[src/rtl/arpc_pkg.sv]
// ----------------------------------------------------------------------------
// arpc_pkg
// Shared types and constants for the ARP cache engine.
// ----------------------------------------------------------------------------
package arpc_pkg;

	localparam int TABLE_DEPTH = 4096;
	localparam int IDX_W       = $clog2(TABLE_DEPTH);
	localparam int CNT_W       = $clog2(TABLE_DEPTH + 1);
	localparam logic [15:0] MIN_FRAME  = 16'd28;
	localparam logic [15:0] HTYPE_ETH  = 16'd1;
	localparam logic [15:0] PTYPE_IPV4 = 16'h0800;
	localparam logic [7:0]  HLEN_ETH   = 8'd6;
	localparam logic [7:0]  PLEN_IPV4  = 8'd4;
	localparam logic [15:0] OP_REQUEST = 16'd1;

	localparam logic ACT_PACKET  = 1'b0;
	localparam logic ACT_RESOLVE = 1'b1;

	localparam logic [0:0] REG_LOCAL_IP  = 1'b0;
	localparam logic [0:0] REG_LOCAL_MAC = 1'b1;

	typedef enum logic [2:0] {
		ST_RESOLVED = 3'd0,
		ST_QUEUED   = 3'd1,
		ST_PENDING  = 3'd2,
		ST_FAILED   = 3'd3,
		ST_DROPPED  = 3'd4,
		ST_ACCEPTED = 3'd5,
		ST_FULL     = 3'd6
	} status_t;

	typedef struct packed {
		logic        action;
		logic [15:0] frame_bytes;
		logic [15:0] hw_type;
		logic [15:0] ptype;
		logic [7:0]  hw_len;
		logic [7:0]  plen;
		logic [15:0] opcode;
		logic [31:0] sender_ip;
		logic [47:0] sender_mac;
		logic [31:0] target_ip;
		logic        has_payload;
	} req_t;

	typedef struct packed {
		logic [2:0]  status;
		logic [47:0] mac_out;
		logic [31:0] ip_out;
		logic        send_request;
		logic        send_reply;
		logic        release_held;
	} rsp_t;

	// Table entry as stored in memory
	typedef struct packed {
		logic [31:0] ip;
		logic [47:0] mac;
		logic        pending;
	} entry_t;

	// Memory access bundle from controller to table
	typedef struct packed {
		logic             rd_en;
		logic [IDX_W-1:0] rd_addr;
		logic             wr_en;
		logic [IDX_W-1:0] wr_addr;
		entry_t           wr_data;
	} mem_req_t;

	typedef enum logic [2:0] {
		S_IDLE,
		S_SCAN,
		S_CHECK,
		S_DONE
	} state_t;

endpackage

[src/rtl/arpc_ctrl.sv]
// ----------------------------------------------------------------------------
// arpc_ctrl
// Sequencer: scans the table newest first, then updates or inserts.
// ----------------------------------------------------------------------------
module arpc_ctrl
	import arpc_pkg::*;
(
	input  logic        clk,
	input  logic        arst_n,
	input  logic        start,
	input  req_t        req,
	input  logic [31:0] local_ip,
	output logic        busy,
	output logic        done,
	output rsp_t        result,
	output mem_req_t    mreq,
	input  entry_t      rd_data
);

	state_t           state_q, state_d;
	req_t             req_q;
	logic [CNT_W-1:0] used_q, used_d;
	logic [CNT_W-1:0] scan_q, scan_d;   // entries still to look at
	logic [IDX_W-1:0] addr_q, addr_d;   // address read last cycle
	logic             rd_vld_q, rd_vld_d;
	logic             hit_q, hit_d;
	logic [IDX_W-1:0] hit_idx_q, hit_idx_d;
	logic             hit_pend_q, hit_pend_d;
	logic [47:0]      hit_mac_q, hit_mac_d;
	rsp_t             res_q, res_d;
	logic             done_q, done_d;
	logic [31:0]      key;
	logic             hdr_ok;
	logic             full;
	logic             found;

	assign key    = (req_q.action == ACT_RESOLVE) ? req_q.target_ip : req_q.sender_ip;
	assign hdr_ok = (req_q.frame_bytes >= MIN_FRAME) && (req_q.hw_type == HTYPE_ETH)
		&& (req_q.ptype == PTYPE_IPV4) && (req_q.hw_len == HLEN_ETH)
		&& (req_q.plen == PLEN_IPV4);
	assign full   = (used_q == CNT_W'(TABLE_DEPTH));
	assign found  = rd_vld_q && (rd_data.ip == key);

	// Hold state and capture the request
	always_ff @(posedge clk or negedge arst_n) begin
		if (!arst_n) begin
			state_q  <= S_IDLE;
			used_q   <= '0;
			done_q   <= 1'b0;
			rd_vld_q <= 1'b0;
		end else begin
			state_q  <= state_d;
			used_q   <= used_d;
			done_q   <= done_d;
			rd_vld_q <= rd_vld_d;
		end
	end

	always_ff @(posedge clk) begin
		if (start && !busy) begin
			req_q <= req;
		end
		scan_q     <= scan_d;
		addr_q     <= addr_d;
		hit_q      <= hit_d;
		hit_idx_q  <= hit_idx_d;
		hit_pend_q <= hit_pend_d;
		hit_mac_q  <= hit_mac_d;
		res_q      <= res_d;
	end

	// Advance the scan and build the result
	always_comb begin
		state_d    = state_q;
		used_d     = used_q;
		scan_d     = scan_q;
		addr_d     = addr_q;
		rd_vld_d   = 1'b0;
		hit_d      = hit_q;
		hit_idx_d  = hit_idx_q;
		hit_pend_d = hit_pend_q;
		hit_mac_d  = hit_mac_q;
		res_d      = res_q;
		done_d     = 1'b0;
		mreq       = '0;
		case (state_q)
			S_IDLE: begin
				if (start) begin
					state_d = S_SCAN;
					scan_d  = used_q;
					hit_d   = 1'b0;
				end
			end
			S_SCAN: begin
				if (req_q.action == ACT_PACKET && !hdr_ok) begin
					state_d = S_CHECK;
				end else if (found) begin
					hit_d      = 1'b1;
					hit_idx_d  = addr_q;
					hit_pend_d = rd_data.pending;
					hit_mac_d  = rd_data.mac;
					state_d    = S_CHECK;
				end else if (scan_q == '0) begin
					state_d = S_CHECK;
				end else begin
					mreq.rd_en   = 1'b1;
					mreq.rd_addr = IDX_W'(scan_q - CNT_W'(1));
					addr_d       = IDX_W'(scan_q - CNT_W'(1));
					scan_d       = scan_q - CNT_W'(1);
					rd_vld_d     = 1'b1;
				end
			end
			S_CHECK: begin
				res_d   = '0;
				state_d = S_DONE;
				done_d  = 1'b1;
				if (req_q.action == ACT_RESOLVE) begin
					if (hit_q) begin
						if (hit_pend_q) begin
							res_d.status = ST_PENDING;
							res_d.ip_out = req_q.target_ip;
						end else begin
							res_d.status  = ST_RESOLVED;
							res_d.mac_out = hit_mac_q;
						end
					end else if (!req_q.has_payload || full) begin
						res_d.status = ST_FAILED;
					end else begin
						res_d.status       = ST_QUEUED;
						res_d.ip_out       = req_q.target_ip;
						res_d.send_request = 1'b1;
						mreq.wr_en         = 1'b1;
						mreq.wr_addr       = IDX_W'(used_q);
						mreq.wr_data       = '{ip: req_q.target_ip, mac: 48'd0, pending: 1'b1};
						used_d             = used_q + CNT_W'(1);
					end
				end else if (!hdr_ok) begin
					res_d.status = ST_DROPPED;
				end else begin
					res_d.status = ST_ACCEPTED;
					if (hit_q) begin
						mreq.wr_en         = 1'b1;
						mreq.wr_addr       = hit_idx_q;
						mreq.wr_data       = '{ip: req_q.sender_ip, mac: req_q.sender_mac,
							pending: 1'b0};
						res_d.release_held = hit_pend_q;
					end
					if (req_q.target_ip == local_ip) begin
						if (!hit_q) begin
							if (full) begin
								res_d.status = ST_FULL;
							end else begin
								mreq.wr_en   = 1'b1;
								mreq.wr_addr = IDX_W'(used_q);
								mreq.wr_data = '{ip: req_q.sender_ip, mac: req_q.sender_mac,
									pending: 1'b0};
								used_d       = used_q + CNT_W'(1);
							end
						end
						res_d.send_reply = (req_q.opcode == OP_REQUEST);
					end
					if (res_d.send_reply || res_d.release_held) begin
						res_d.mac_out = req_q.sender_mac;
						res_d.ip_out  = req_q.sender_ip;
					end
				end
			end
			S_DONE: begin
				state_d = S_IDLE;
			end
			default: begin
				state_d = S_IDLE;
			end
		endcase
	end

	assign busy   = (state_q != S_IDLE);
	assign done   = done_q;
	assign result = res_q;

endmodule

[config.mk]
export PLATFORM = sky130hd
export DESIGN_NAME = arpc_ctrl
export DESIGN_NICKNAME = d
export VERILOG_FILES = /design/src/rtl/arpc_pkg.sv /design/src/rtl/arpc_ctrl.sv
export SDC_FILE = /design/constraint.sdc
export NUM_CORES = 1
export LEC_CHECK = 0
export BUFFER_PORTS_ARGS = -buffer_cell sky130_fd_sc_hd__buf_2
export CAP_MARGIN = 20
export CORE_AREA = 3 3 193 195
export DETAILED_ROUTE_END_ITERATION = 10
export DIE_AREA = 0 0 196 198
export PLACE_DENSITY = 0.8
export SETUP_SLACK_MARGIN = 0.5
export SLEW_MARGIN = 25
export SYNTH_ARGS = -nofsm -noshare
export SYNTH_HDL_FRONTEND = slang
export SYNTH_SLANG_ARGS = --single-unit
[constraint.sdc]
create_clock -name clk -period 5.4 [get_ports clk]
set_input_delay 0.27 -clock clk [delete_from_list [all_inputs] [get_ports clk]]
set_output_delay 0.27 -clock clk [all_outputs]
set_load 0.02 [all_outputs]
==> results of run 1 <==
## synthesized netlist by cell type, types with 12 or more instances
| cell | number |
|---|---|
| inv_1 | 24 |
| a21oi_1 | 14 |
| nand2_1 | 12 |
| and2_1 | 52 |
| clkbuf_1 | 20 |
| nor4_1 | 25 |
| edfxtp_1 | 365 |
| dfrtp_1 | 17 |
| mux2i_1 | 33 |
| buf_2 | 12 |
| nand4_1 | 19 |
| nor2_1 | 29 |
| a22o_1 | 120 |
| xnor2_1 | 76 |
## repair_timing
item | in CTS | in global routing
endpoints found under the hold margin | 258 | 0
buffers inserted | 0 | 0
hold buffers | 242 | 0
## area by class of cell
class | instances | area [µm²]
fill | 2476 | 13400
sequential | 382 | 11400
timing repair buffer | 759 | 5070
multi-input combinational | 471 | 3680
clock buffer | 47 | 1090
tap | 461 | 577
clock inverter | 28 | 233
inverter | 26 | 97.6
antenna | 6 | 15.0
## through the flow
step	utilization	cell area [µm²]	hold WS, ns
2_1_floorplan	-	15400	-0.0256
3_3_place_gp	0.516	18400	0.221
3_5_place_dp	0.516	18400	0.226
4_1_cts	0.622	22100	0.104
5_1_grt	0.623	22100	0.146
6_report	0.623	22100	0.143
## path summary, 6_finish.rpt
path	from	cells past startpoint	endpoint	slack (ns)
worst min-delay path	start	4	state_q[0]	0.14
worst max-delay path	req_q[193]	10	mreq[97]	0.95
worst min register to register	addr_q[8]	0	hit_idx_q[8]	0.42
max in group asynchronous	arst_n	2	used_q[8]	4.86
worst max register to register	req_q[193]	10	scan_q[4]	1.42
min in group asynchronous	arst_n	2	used_q[10]	0.24
## power by group through the flow
stage | sequential, µW | combinational, µW | clock, µW
after CTS | 4460 | 2210 | 2830
after detailed placement | 4510 | 2060 | 0
final | 4480 | 2250 | 2800
after floorplan | 4780 | 967 | 0
after global routing | 4530 | 2400 | 2980
after global placement | 4480 | 2010 | 0
## worst max-delay path: stages (launching register included)
cell,delay [ns]
edfxtp_1,0.67
buf_8,0.25
buf_4,0.22
mux2i_1,0.27
xnor2_1,0.10
nor4_1,0.46
nand4_1,0.18
nor3_2,0.40
or2_1,0.70
nor2_1,0.14
buf_2,0.21
## placed cells by master, fill, tap and decap left out, types with 9 or more instances in the layout
master,instances
buf_2,502
clkbuf_16,43
edfxtp_1,365
nand4_1,19
and2_1,51
clkinv_2,10
dlygate4sd3_1,242
dfrtp_1,17
nor4_1,25
xnor2_1,76
a22o_1,120
buf_4,13
nand2_1,12
clkinv_1,9
inv_1,23
a21oi_1,14
nor2_1,29
mux2i_1,33
## routing by layer
metal | wire length, µm | GRT usage
met4 | 2620 | 0.126
met5 | 31 | 0
met3 | 4780 | 0.0585
met1 | 17800 | 0.303
met2 | 25600 | 0.436
## state kept, by name (all words and copies together), names as in the netlist, 2 cells and up
name       count
scan_q        13
state_q        2
result        86
used_q        13
hit_mac_q     48
req_q        192
addr_q        12
hit_idx_q     12
## cells by family (layout without fill, tap and decap cells)
group           count (synthesis)  after routing  share of synthesized area
flops                         382            382                      0.740
simple gates                  189            189                     0.0724
xor+xnor                       86             86                     0.0514
buf+inv                        72            860                     0.0237
mux                            34             34                     0.0222
fa+ha+maj                       7              7                    0.00569
other cells                     0              6                          0
compound gates                155            155                     0.0848
==> impl_metrics.env, run 1 <==
export IMPL_overflow=0
export IMPL_place_inst=1856
export IMPL_switching_share=0.319
export IMPL_die_w_um=196
export IMPL_ys_async_sr_fraction=0.0445
export IMPL_end_kind="output port"
export IMPL_cts_sinks=382
export IMPL_critPathRequiredTime_ns=5.13
export IMPL_tightestPinTransition_ns=1.07
export IMPL_io_pin_count=505
export IMPL_stdcell_count=2180
export IMPL_cts_tree="yes"
export IMPL_fmax_mhz=225
export IMPL_pwr_share_comb=0.236
export IMPL_area_growth_pct=43.9
export IMPL_setup_violations=0
export IMPL_drt_iter0_markers=857
export IMPL_skew_ns=0.0218
export IMPL_arrival_ns=4.18
export IMPL_initial_utilization=0.433
export IMPL_synth_area_mm2=0.0154
export IMPL_grt_antenna_before_repair=9
export IMPL_critPathMaxFanout=16
export IMPL_clockBufferDepth=3
export IMPL_die_h_um=198
export IMPL_grt_pass1_wl_mm=74.8
export IMPL_seq_area_frac_synth=0.740
export IMPL_synth_area_per_cell_um2=16.6
export IMPL_yosysTopAreaCell="edfxtp_1"
export IMPL_start_kind="flip-flop"
export IMPL_ctsResizeCount=0
export IMPL_pwr_density_cell_mw_per_mm2=431
export IMPL_place_worst_setup_slack_ns=1.07
export IMPL_pwr_share_seq=0.470
export IMPL_netlist_cell_type_count=51
export IMPL_relSlewSlack=0.285
export IMPL_path_class="flip-flop to output port"
export IMPL_clk_pin_slew_ns=0.06
export IMPL_synth_top_cell_area_share=0.712
export IMPL_dp_hpwl_mm=31.4
export IMPL_holdCritPathClass="input port to flip-flop"
export IMPL_drc=0
export IMPL_gr_usage_all_layers=0.254
export IMPL_p_switching_uw=3040
export IMPL_ys_top_cells_by_area="edfxtp_1 (71%), a22o_1 (6.8%), xnor2_1 (4.3%), dfrtp_1 (2.8%), mux2i_1 (2.1%)"
export IMPL_power_total_uw=9530
export IMPL_fin_setup_tns_ns=0
export IMPL_drive_gt1_frac=0.357
export IMPL_wirelength_mm=50.9
export IMPL_core_mm2=0.0356
export IMPL_vias=11771
export IMPL_clk_latency_ns=0.56
export IMPL_io_buffer_count=502
export IMPL_wl_per_cell_um=23.4
export IMPL_setup_slack_ns=0.954
export IMPL_period_needed_ns=4.45
export IMPL_htree_levels=2
export IMPL_grt_max_degree=81
export IMPL_p_leak_uw=0.00898
export IMPL_via_per_inst=5.40
export IMPL_cts_buffers=42
export IMPL_maxCapViolCount=0
export IMPL_period_share=0.823
export IMPL_p_int_uw=6490
export IMPL_ant_nets=0
export IMPL_ir_drop_mv=0.360
export IMPL_ys_ff_latch=382
export IMPL_synth_edf_count=365
export IMPL_finalHoldViolCount=0
export IMPL_outcome="finished, final reports clean"
export IMPL_rsz0062_at_grt="no"
export IMPL_synth_cells=925
export IMPL_rows=69
export IMPL_syn_num_nets=1242
export IMPL_grt_pass1_vias=12397
export IMPL_place_gp_congestion=0.887
export IMPL_nNetsFinal=1999
export IMPL_synth_ff_type="edfxtp_1"
export IMPL_dr_pass1_iters=7
export IMPL_dieArea_mm2=0.0388
export IMPL_root_buffer="clkbuf_16"
export IMPL_slew_violations=0
export IMPL_clock_power_share=0.294
export IMPL_ys_warn_count=0
No activity file was read; power rests on OpenSTA's default activity.
==> run 2: changes to the inputs <==
- ABC_AREA: default -> 1
- CORE_AREA: 3 3 193 195 -> 3 3 196 198
- DIE_AREA: 0 0 196 198 -> 0 0 199 201
- clock period: 5.4 -> 4.2 ns (I/O delays scaled with it)
==> impl_metrics.env, run 2 <==
export IMPL_vias=15855
export IMPL_grt_use_met3=0.0770
export IMPL_arrival_ns=3.34
export IMPL_synth_edf_count=365
export IMPL_netlist_cell_type_count=36
export IMPL_grt_antenna_before_repair=11
export IMPL_ys_warn_count=0
export IMPL_multi_input_area_mm2=0.00495
export IMPL_dp_hpwl_mm=38.0
export IMPL_io_buffer_count=502
export IMPL_cts_tree="yes"
export IMPL_area_growth_pct=39.8
export IMPL_final_util=0.647
export IMPL_r2r_start="req_q[193]"
export IMPL_setup_slack_ns=0.650
export IMPL_drc=0
export IMPL_die_w_um=199
export IMPL_end_kind="output port"
export IMPL_io_pin_count=505
export IMPL_synth_ff_type="edfxtp_1"
export IMPL_relSlewSlack=0.339
export IMPL_syn_num_nets=1907
export IMPL_gr_usage_all_layers=0.307
export IMPL_period_share=0.845
export IMPL_pwr_share_seq=0.452
export IMPL_htree_levels=2
export IMPL_setup_violations=0
export IMPL_dr_pass1_iters=7
export IMPL_layout_commonest_cell="buf_2"
export IMPL_regMostFlops="req_q"
export IMPL_maxCapViolCount=0
export IMPL_grt_busiest_layer="met2"
export IMPL_grt_pass1_wl_mm=93.8
export IMPL_drive_gt1_frac=0.262
export IMPL_holdCritPathClass="input port to flip-flop"
export IMPL_tightestPinTransition_ns=0.991
export IMPL_via_per_inst=5.61
export IMPL_drt_iter0_markers=1630
export IMPL_grt_pass1_vias=15792
export IMPL_use_met1=0.369
export IMPL_ys_ff_latch=382
export IMPL_min_delay_start="start"
export IMPL_gr_usage_met2=0.511
export IMPL_skew_ns=0.0186
export IMPL_path_class="flip-flop to output port"
export IMPL_ir_drop_mv=0.488
export IMPL_outcome="finished, final reports clean"
export IMPL_rows=70
export IMPL_synth_top_cell_area_share=0.646
export IMPL_synth_area_per_cell_um2=10.7
export IMPL_cts_sinks=382
export IMPL_clk_pin_slew_ns=0.07
export IMPL_die_h_um=201
export IMPL_yosysTopAreaCell="edfxtp_1"
export IMPL_reg2reg_slack_ns=1.14
export IMPL_cts_setup_buffers=0
export IMPL_initial_utilization=0.463
export IMPL_synth_commonest_cells="nand2_1 (416), edfxtp_1 (365), nand3_1 (264)"
export IMPL_place_worst_setup_slack_ns=1.13
export IMPL_start_kind="flip-flop"
export IMPL_rsz0062_at_grt="yes"
export IMPL_seq_area_frac_synth=0.671
export IMPL_clockBufferDepth=3
export IMPL_clk_latency_ns=0.56
export IMPL_regArea_mm2=0.0114
export IMPL_critPathRequiredTime_ns=3.99
export IMPL_p_int_uw=8330
export IMPL_wirelength_mm=62.7
export IMPL_ys_async_sr_fraction=0.0445
export IMPL_synth_cells=1590
export IMPL_layout_cells_most_common_list="buf_2 (502), nand2_1 (414), edfxtp_1 (365)"
export IMPL_clock_power_share=0.281
export IMPL_critPathMaxFanout=40
export IMPL_min_to="state_q[1]"
export IMPL_ant_nets=0
export IMPL_core_mm2=0.0367
export IMPL_pwr_share_comb=0.267
export IMPL_root_buffer="clkbuf_16"
export IMPL_p_switching_uw=4470
export IMPL_r2r_end="hit_mac_q[42]"
export IMPL_hold_path_cell_count=4
export IMPL_cts_buffers=41
export IMPL_yosysMostFrequentCell="nand2_1"
export IMPL_overflow=0
export IMPL_slew_violations=0
export IMPL_place_gp_congestion=0.922
export IMPL_dieArea_mm2=0.0400
export IMPL_ys_top_cells_by_area="edfxtp_1 (65%), nand2_1 (9.2%), nand3_1 (7.8%), nor2_1 (3.5%), dfrtp_1 (2.5%)"
export IMPL_fmax_mhz=282
export IMPL_pwr_density_cell_mw_per_mm2=539
export IMPL_rr_worst_depth=13
export IMPL_fin_setup_tns_ns=0
export IMPL_nFillCells=2535
export IMPL_switching_share=0.349
export IMPL_synth_area_mm2=0.0170
export IMPL_largest_reg_flops=192
export IMPL_period_needed_ns=3.55
export IMPL_nNetsFinal=2634
export IMPL_p_leak_uw=0.0101
export IMPL_finalHoldViolCount=0
export IMPL_wl_per_cell_um=22.2
export IMPL_grt_max_degree=76
[run 2: cell types whose count changed in the layout (fill, tap and decap cells not counted), sizes merged, moves of 6 or more]
cell   change
a22o     -120
nand2    +402
mux2i     -33
inv       +51
xor2      +32
nor4      -18
o21ai     +56
nor2     +134
nand3    +258
xnor2     -64
and2      -52
nor4b      -6
a21o       +9
[run 2: worst max-delay path by stage]
stage                     from        to  slack [ns]
CTS                   req_q[6]  mreq[24]        0.52
global placement    req_q[174]  mreq[64]        1.17
finish              req_q[154]  mreq[49]        0.65
global route        req_q[154]  mreq[49]        0.44
floorplan           state_q[0]  req_q[0]        0.24
detailed placement    req_q[6]  mreq[24]        1.13
[run 2: cell families (layout without fill, tap and decap cells)]
logic type,count (synthesis),after routing,share of synthesized area
and+or+nand+nor,899,899,0.228
xor gates and xnor gates,54,54,0.0279
AOI/OAI and AO/OA,89,89,0.0279
adders and majority gates,7,7,0.00516
buffers and inverters,159,917,0.0401
other,0,11,0
DFF,382,382,0.671
[run 2: repair_timing]
item,CTS,global route
resized for setup,0,12
endpoints found under the setup margin,0,80
hold endpoints to repair,258,0
hold buffers,242,0
[run 2: power by group through the flow]
stage / combinational (µW) / sequential, µW / clock (µW)
3_3_place_gp: 3080 / 5760 / 0
6_report: 3420 / 5780 / 3600
2_1_floorplan: 1580 / 6090 / 0
5_1_grt: 3680 / 5830 / 3780
4_1_cts: 3330 / 5720 / 3600
3_5_place_dp: 3140 / 5800 / 0
[run 2: routing by layer]
layer  vias to the layer above  part of all wire
met1                      7398              0.35
met5                         -           0.00029
met2                      1297              0.48
li1                       6932                 -
met4                         2             0.054
met3                       226              0.12
[run 2: cell type report]
type,instances,share of cell area
antenna,11,0.00116
clock inverter,27,0.00944
sequential,382,0.480
tap,468,0.0247
multi-input combinational,1049,0.209
inverter,79,0.0134
timing repair buffer,764,0.217
clock buffer,47,0.0460
[run 2: worst max-delay path, stage by stage, from the launching register on]
cell	delay, ns
edfxtp_1	0.42
nor2_1	0.16
nand3_1	0.09
nor2_1	0.13
nand2_1	0.12
nor2_1	0.31
nand3_2	0.33
clkinv_8	0.28
buf_6	0.34
nand3_1	0.11
o21ai_0	0.24
buf_2	0.24
[run 2: metrics by stage]
stage               power, µW  cells  area [µm²]  hold slack, ns
floorplan                7680   1590       17000         -0.0856
global placement         8840   2500       19900           0.173
detailed placement       8940   2500       19900           0.186
CTS                     12700   2816       23700          0.0729
global route            13300   2826       23700           0.126
finish                  12800   2827       23700           0.122
==> run 3: changes to the inputs <==
- ABC_AREA: 1 -> 0
- CORE_AREA: 3 3 196 198 -> 3 3 194 196
- DIE_AREA: 0 0 199 201 -> 0 0 197 199
- PLACE_DENSITY: 0.8 -> 0.77
- clock period: 4.2 -> 3.5 ns (I/O delays scaled with it)
==> impl_metrics.env, run 3 (same netlist as run 1, synthesis figures left out) <==
export IMPL_clk_pin_slew_ns=0.06
export IMPL_io_pin_count=505
export IMPL_critPathRequiredTime_ns=3.32
export IMPL_cts_tree="yes"
export IMPL_skew_ns=0.0195
export IMPL_layout_cells_most_common_list="buf_2 (398), edfxtp_1 (365), dlygate4sd3_1 (243)"
export IMPL_holdCritPathClass="input port to async pin"
export IMPL_finalHoldViolCount=0
export IMPL_ir_drop_mv=0.463
export IMPL_rows=70
export IMPL_wl_per_cell_um=25.3
export IMPL_initial_utilization=0.424
export IMPL_area_growth_pct=57.4
export IMPL_drc=0
export IMPL_place_gp_congestion=0.892
export IMPL_dp_hpwl_mm=32.1
export IMPL_die_h_um=199
export IMPL_path_class="flip-flop to output port"
export IMPL_wirelength_mm=57.2
export IMPL_grt_antenna_before_repair=13
export IMPL_rr_worst_depth=15
export IMPL_nNetsFinal=2064
export IMPL_slew_violations=0
export IMPL_period_share=0.971
export IMPL_grt_pass1_vias=12204
export IMPL_ant_nets=0
export IMPL_clk_latency_ns=0.55
export IMPL_drive_gt1_frac=0.422
export IMPL_outcome="finished, final reports clean"
export IMPL_pwr_density_cell_mw_per_mm2=621
export IMPL_cts_buffers=41
export IMPL_period_needed_ns=3.40
export IMPL_relSlewSlack=0.526
export IMPL_p_leak_uw=0.00965
export IMPL_power_total_uw=15000
export IMPL_end_kind="output port"
export IMPL_arrival_ns=3.22
export IMPL_dieArea_mm2=0.0392
export IMPL_nFillCells=2357
export IMPL_layout_commonest_cell="buf_2"
export IMPL_largest_reg_flops=192
export IMPL_vias=12481
export IMPL_overflow=0
export IMPL_setup_violations=0
export IMPL_start_kind="flip-flop"
export IMPL_root_buffer="clkbuf_16"
export IMPL_gr_usage_all_layers=0.251
export IMPL_grt_max_degree=60
export IMPL_via_per_inst=5.53
export IMPL_place_worst_setup_slack_ns=0.261
export IMPL_io_buffer_count=502
export IMPL_tightestPinTransition_ns=0.711
export IMPL_setup_slack_ns=0.100
export IMPL_drt_iter0_markers=1257
export IMPL_core_mm2=0.0363
export IMPL_dr_pass1_iters=6
export IMPL_fmax_mhz=294
export IMPL_final_util=0.668
export IMPL_die_w_um=197
export IMPL_htree_levels=2
export IMPL_critPathMaxFanout=7
export IMPL_grt_pass1_wl_mm=74.0
export IMPL_maxCapViolCount=0
export IMPL_regMostFlops="req_q"
export IMPL_cts_sinks=382
export IMPL_clockBufferDepth=3
export IMPL_rsz0062_at_grt="yes"
## run 3: report_power, final
group	total, µW	switching [µW]	internal, µW	leakage (µW)
sequential	6960	601	6360	0.00365
clock	4180	1820	2360	0.000617
combinational	3890	2480	1420	0.00538
## run 3: critical path: stages, from the launching register on
cell       delay, ns
edfxtp_1        0.45
buf_6           0.17
buf_16          0.14
buf_4           0.15
mux2i_1         0.20
xnor2_1         0.15
nor4_2          0.19
nand4_1         0.23
nor3_4          0.30
buf_6           0.14
or2_4           0.16
clkbuf_16       0.18
nor2_2          0.05
buf_6           0.15
## run 3: path summary, 6_finish.rpt
kind	from	slack, ns	end
max	req_q[193]	0.10	mreq[98]
min	arst_n	0.12	used_q[0]
max reg2reg	req_q[193]	0.37	hit_mac_q[23]
min reg2reg	addr_q[4]	0.41	hit_idx_q[4]
max in group asynchronous	arst_n	3.04	used_q[11]
min in group clk	req[99]	0.34	req_q[99]
## run 3: cell type report
class | instances | area (µm²) | area share
Sequential cell | 382 | 11400 | 0.470
Timing Repair Buffer | 825 | 6760 | 0.279
Multi-Input combinational cell | 471 | 4090 | 0.169
Clock buffer | 53 | 1130 | 0.0468
Tap cell | 468 | 586 | 0.0242
Clock inverter | 19 | 128 | 0.00527
Inverter | 26 | 106 | 0.00439
Antenna cell | 14 | 35.0 | 0.00145
## run 3: timing repair
| action | in CTS | in global routing |
|---|---|---|
| setup buffers | 7 | 21 |
| endpoints found under the hold margin | 259 | 0 |
| setup endpoints to repair | 252 | 192 |
| hold buffers | 243 | 0 |
| resized for setup | 18 | 335 |
| pin swaps | 6 | 65 |
| gates cloned | 1 | 23 |
## run 3: metal layers
layer	track usage	vias to the layer above	part of all wire
li1	-	5257	-
met1	0.309	6076	0.35
met2	0.426	909	0.50
met3	0.0549	233	0.091
met4	0.115	6	0.052
met5	0	-	0.00063
## run 3: stage by stage
stage | hold WS [ns] | area, µm² | std cells | TNS (ns)
global route | 0.138 | 24200 | 2253 | -0.282
detailed placement | 0.160 | 18600 | 1877 | 0
CTS | 0.0901 | 22500 | 2200 | 0
global placement | 0.148 | 18600 | 1877 | 0
floorplan | -0.121 | 15400 | 925 | 0
finish | 0.120 | 24200 | 2258 | 0
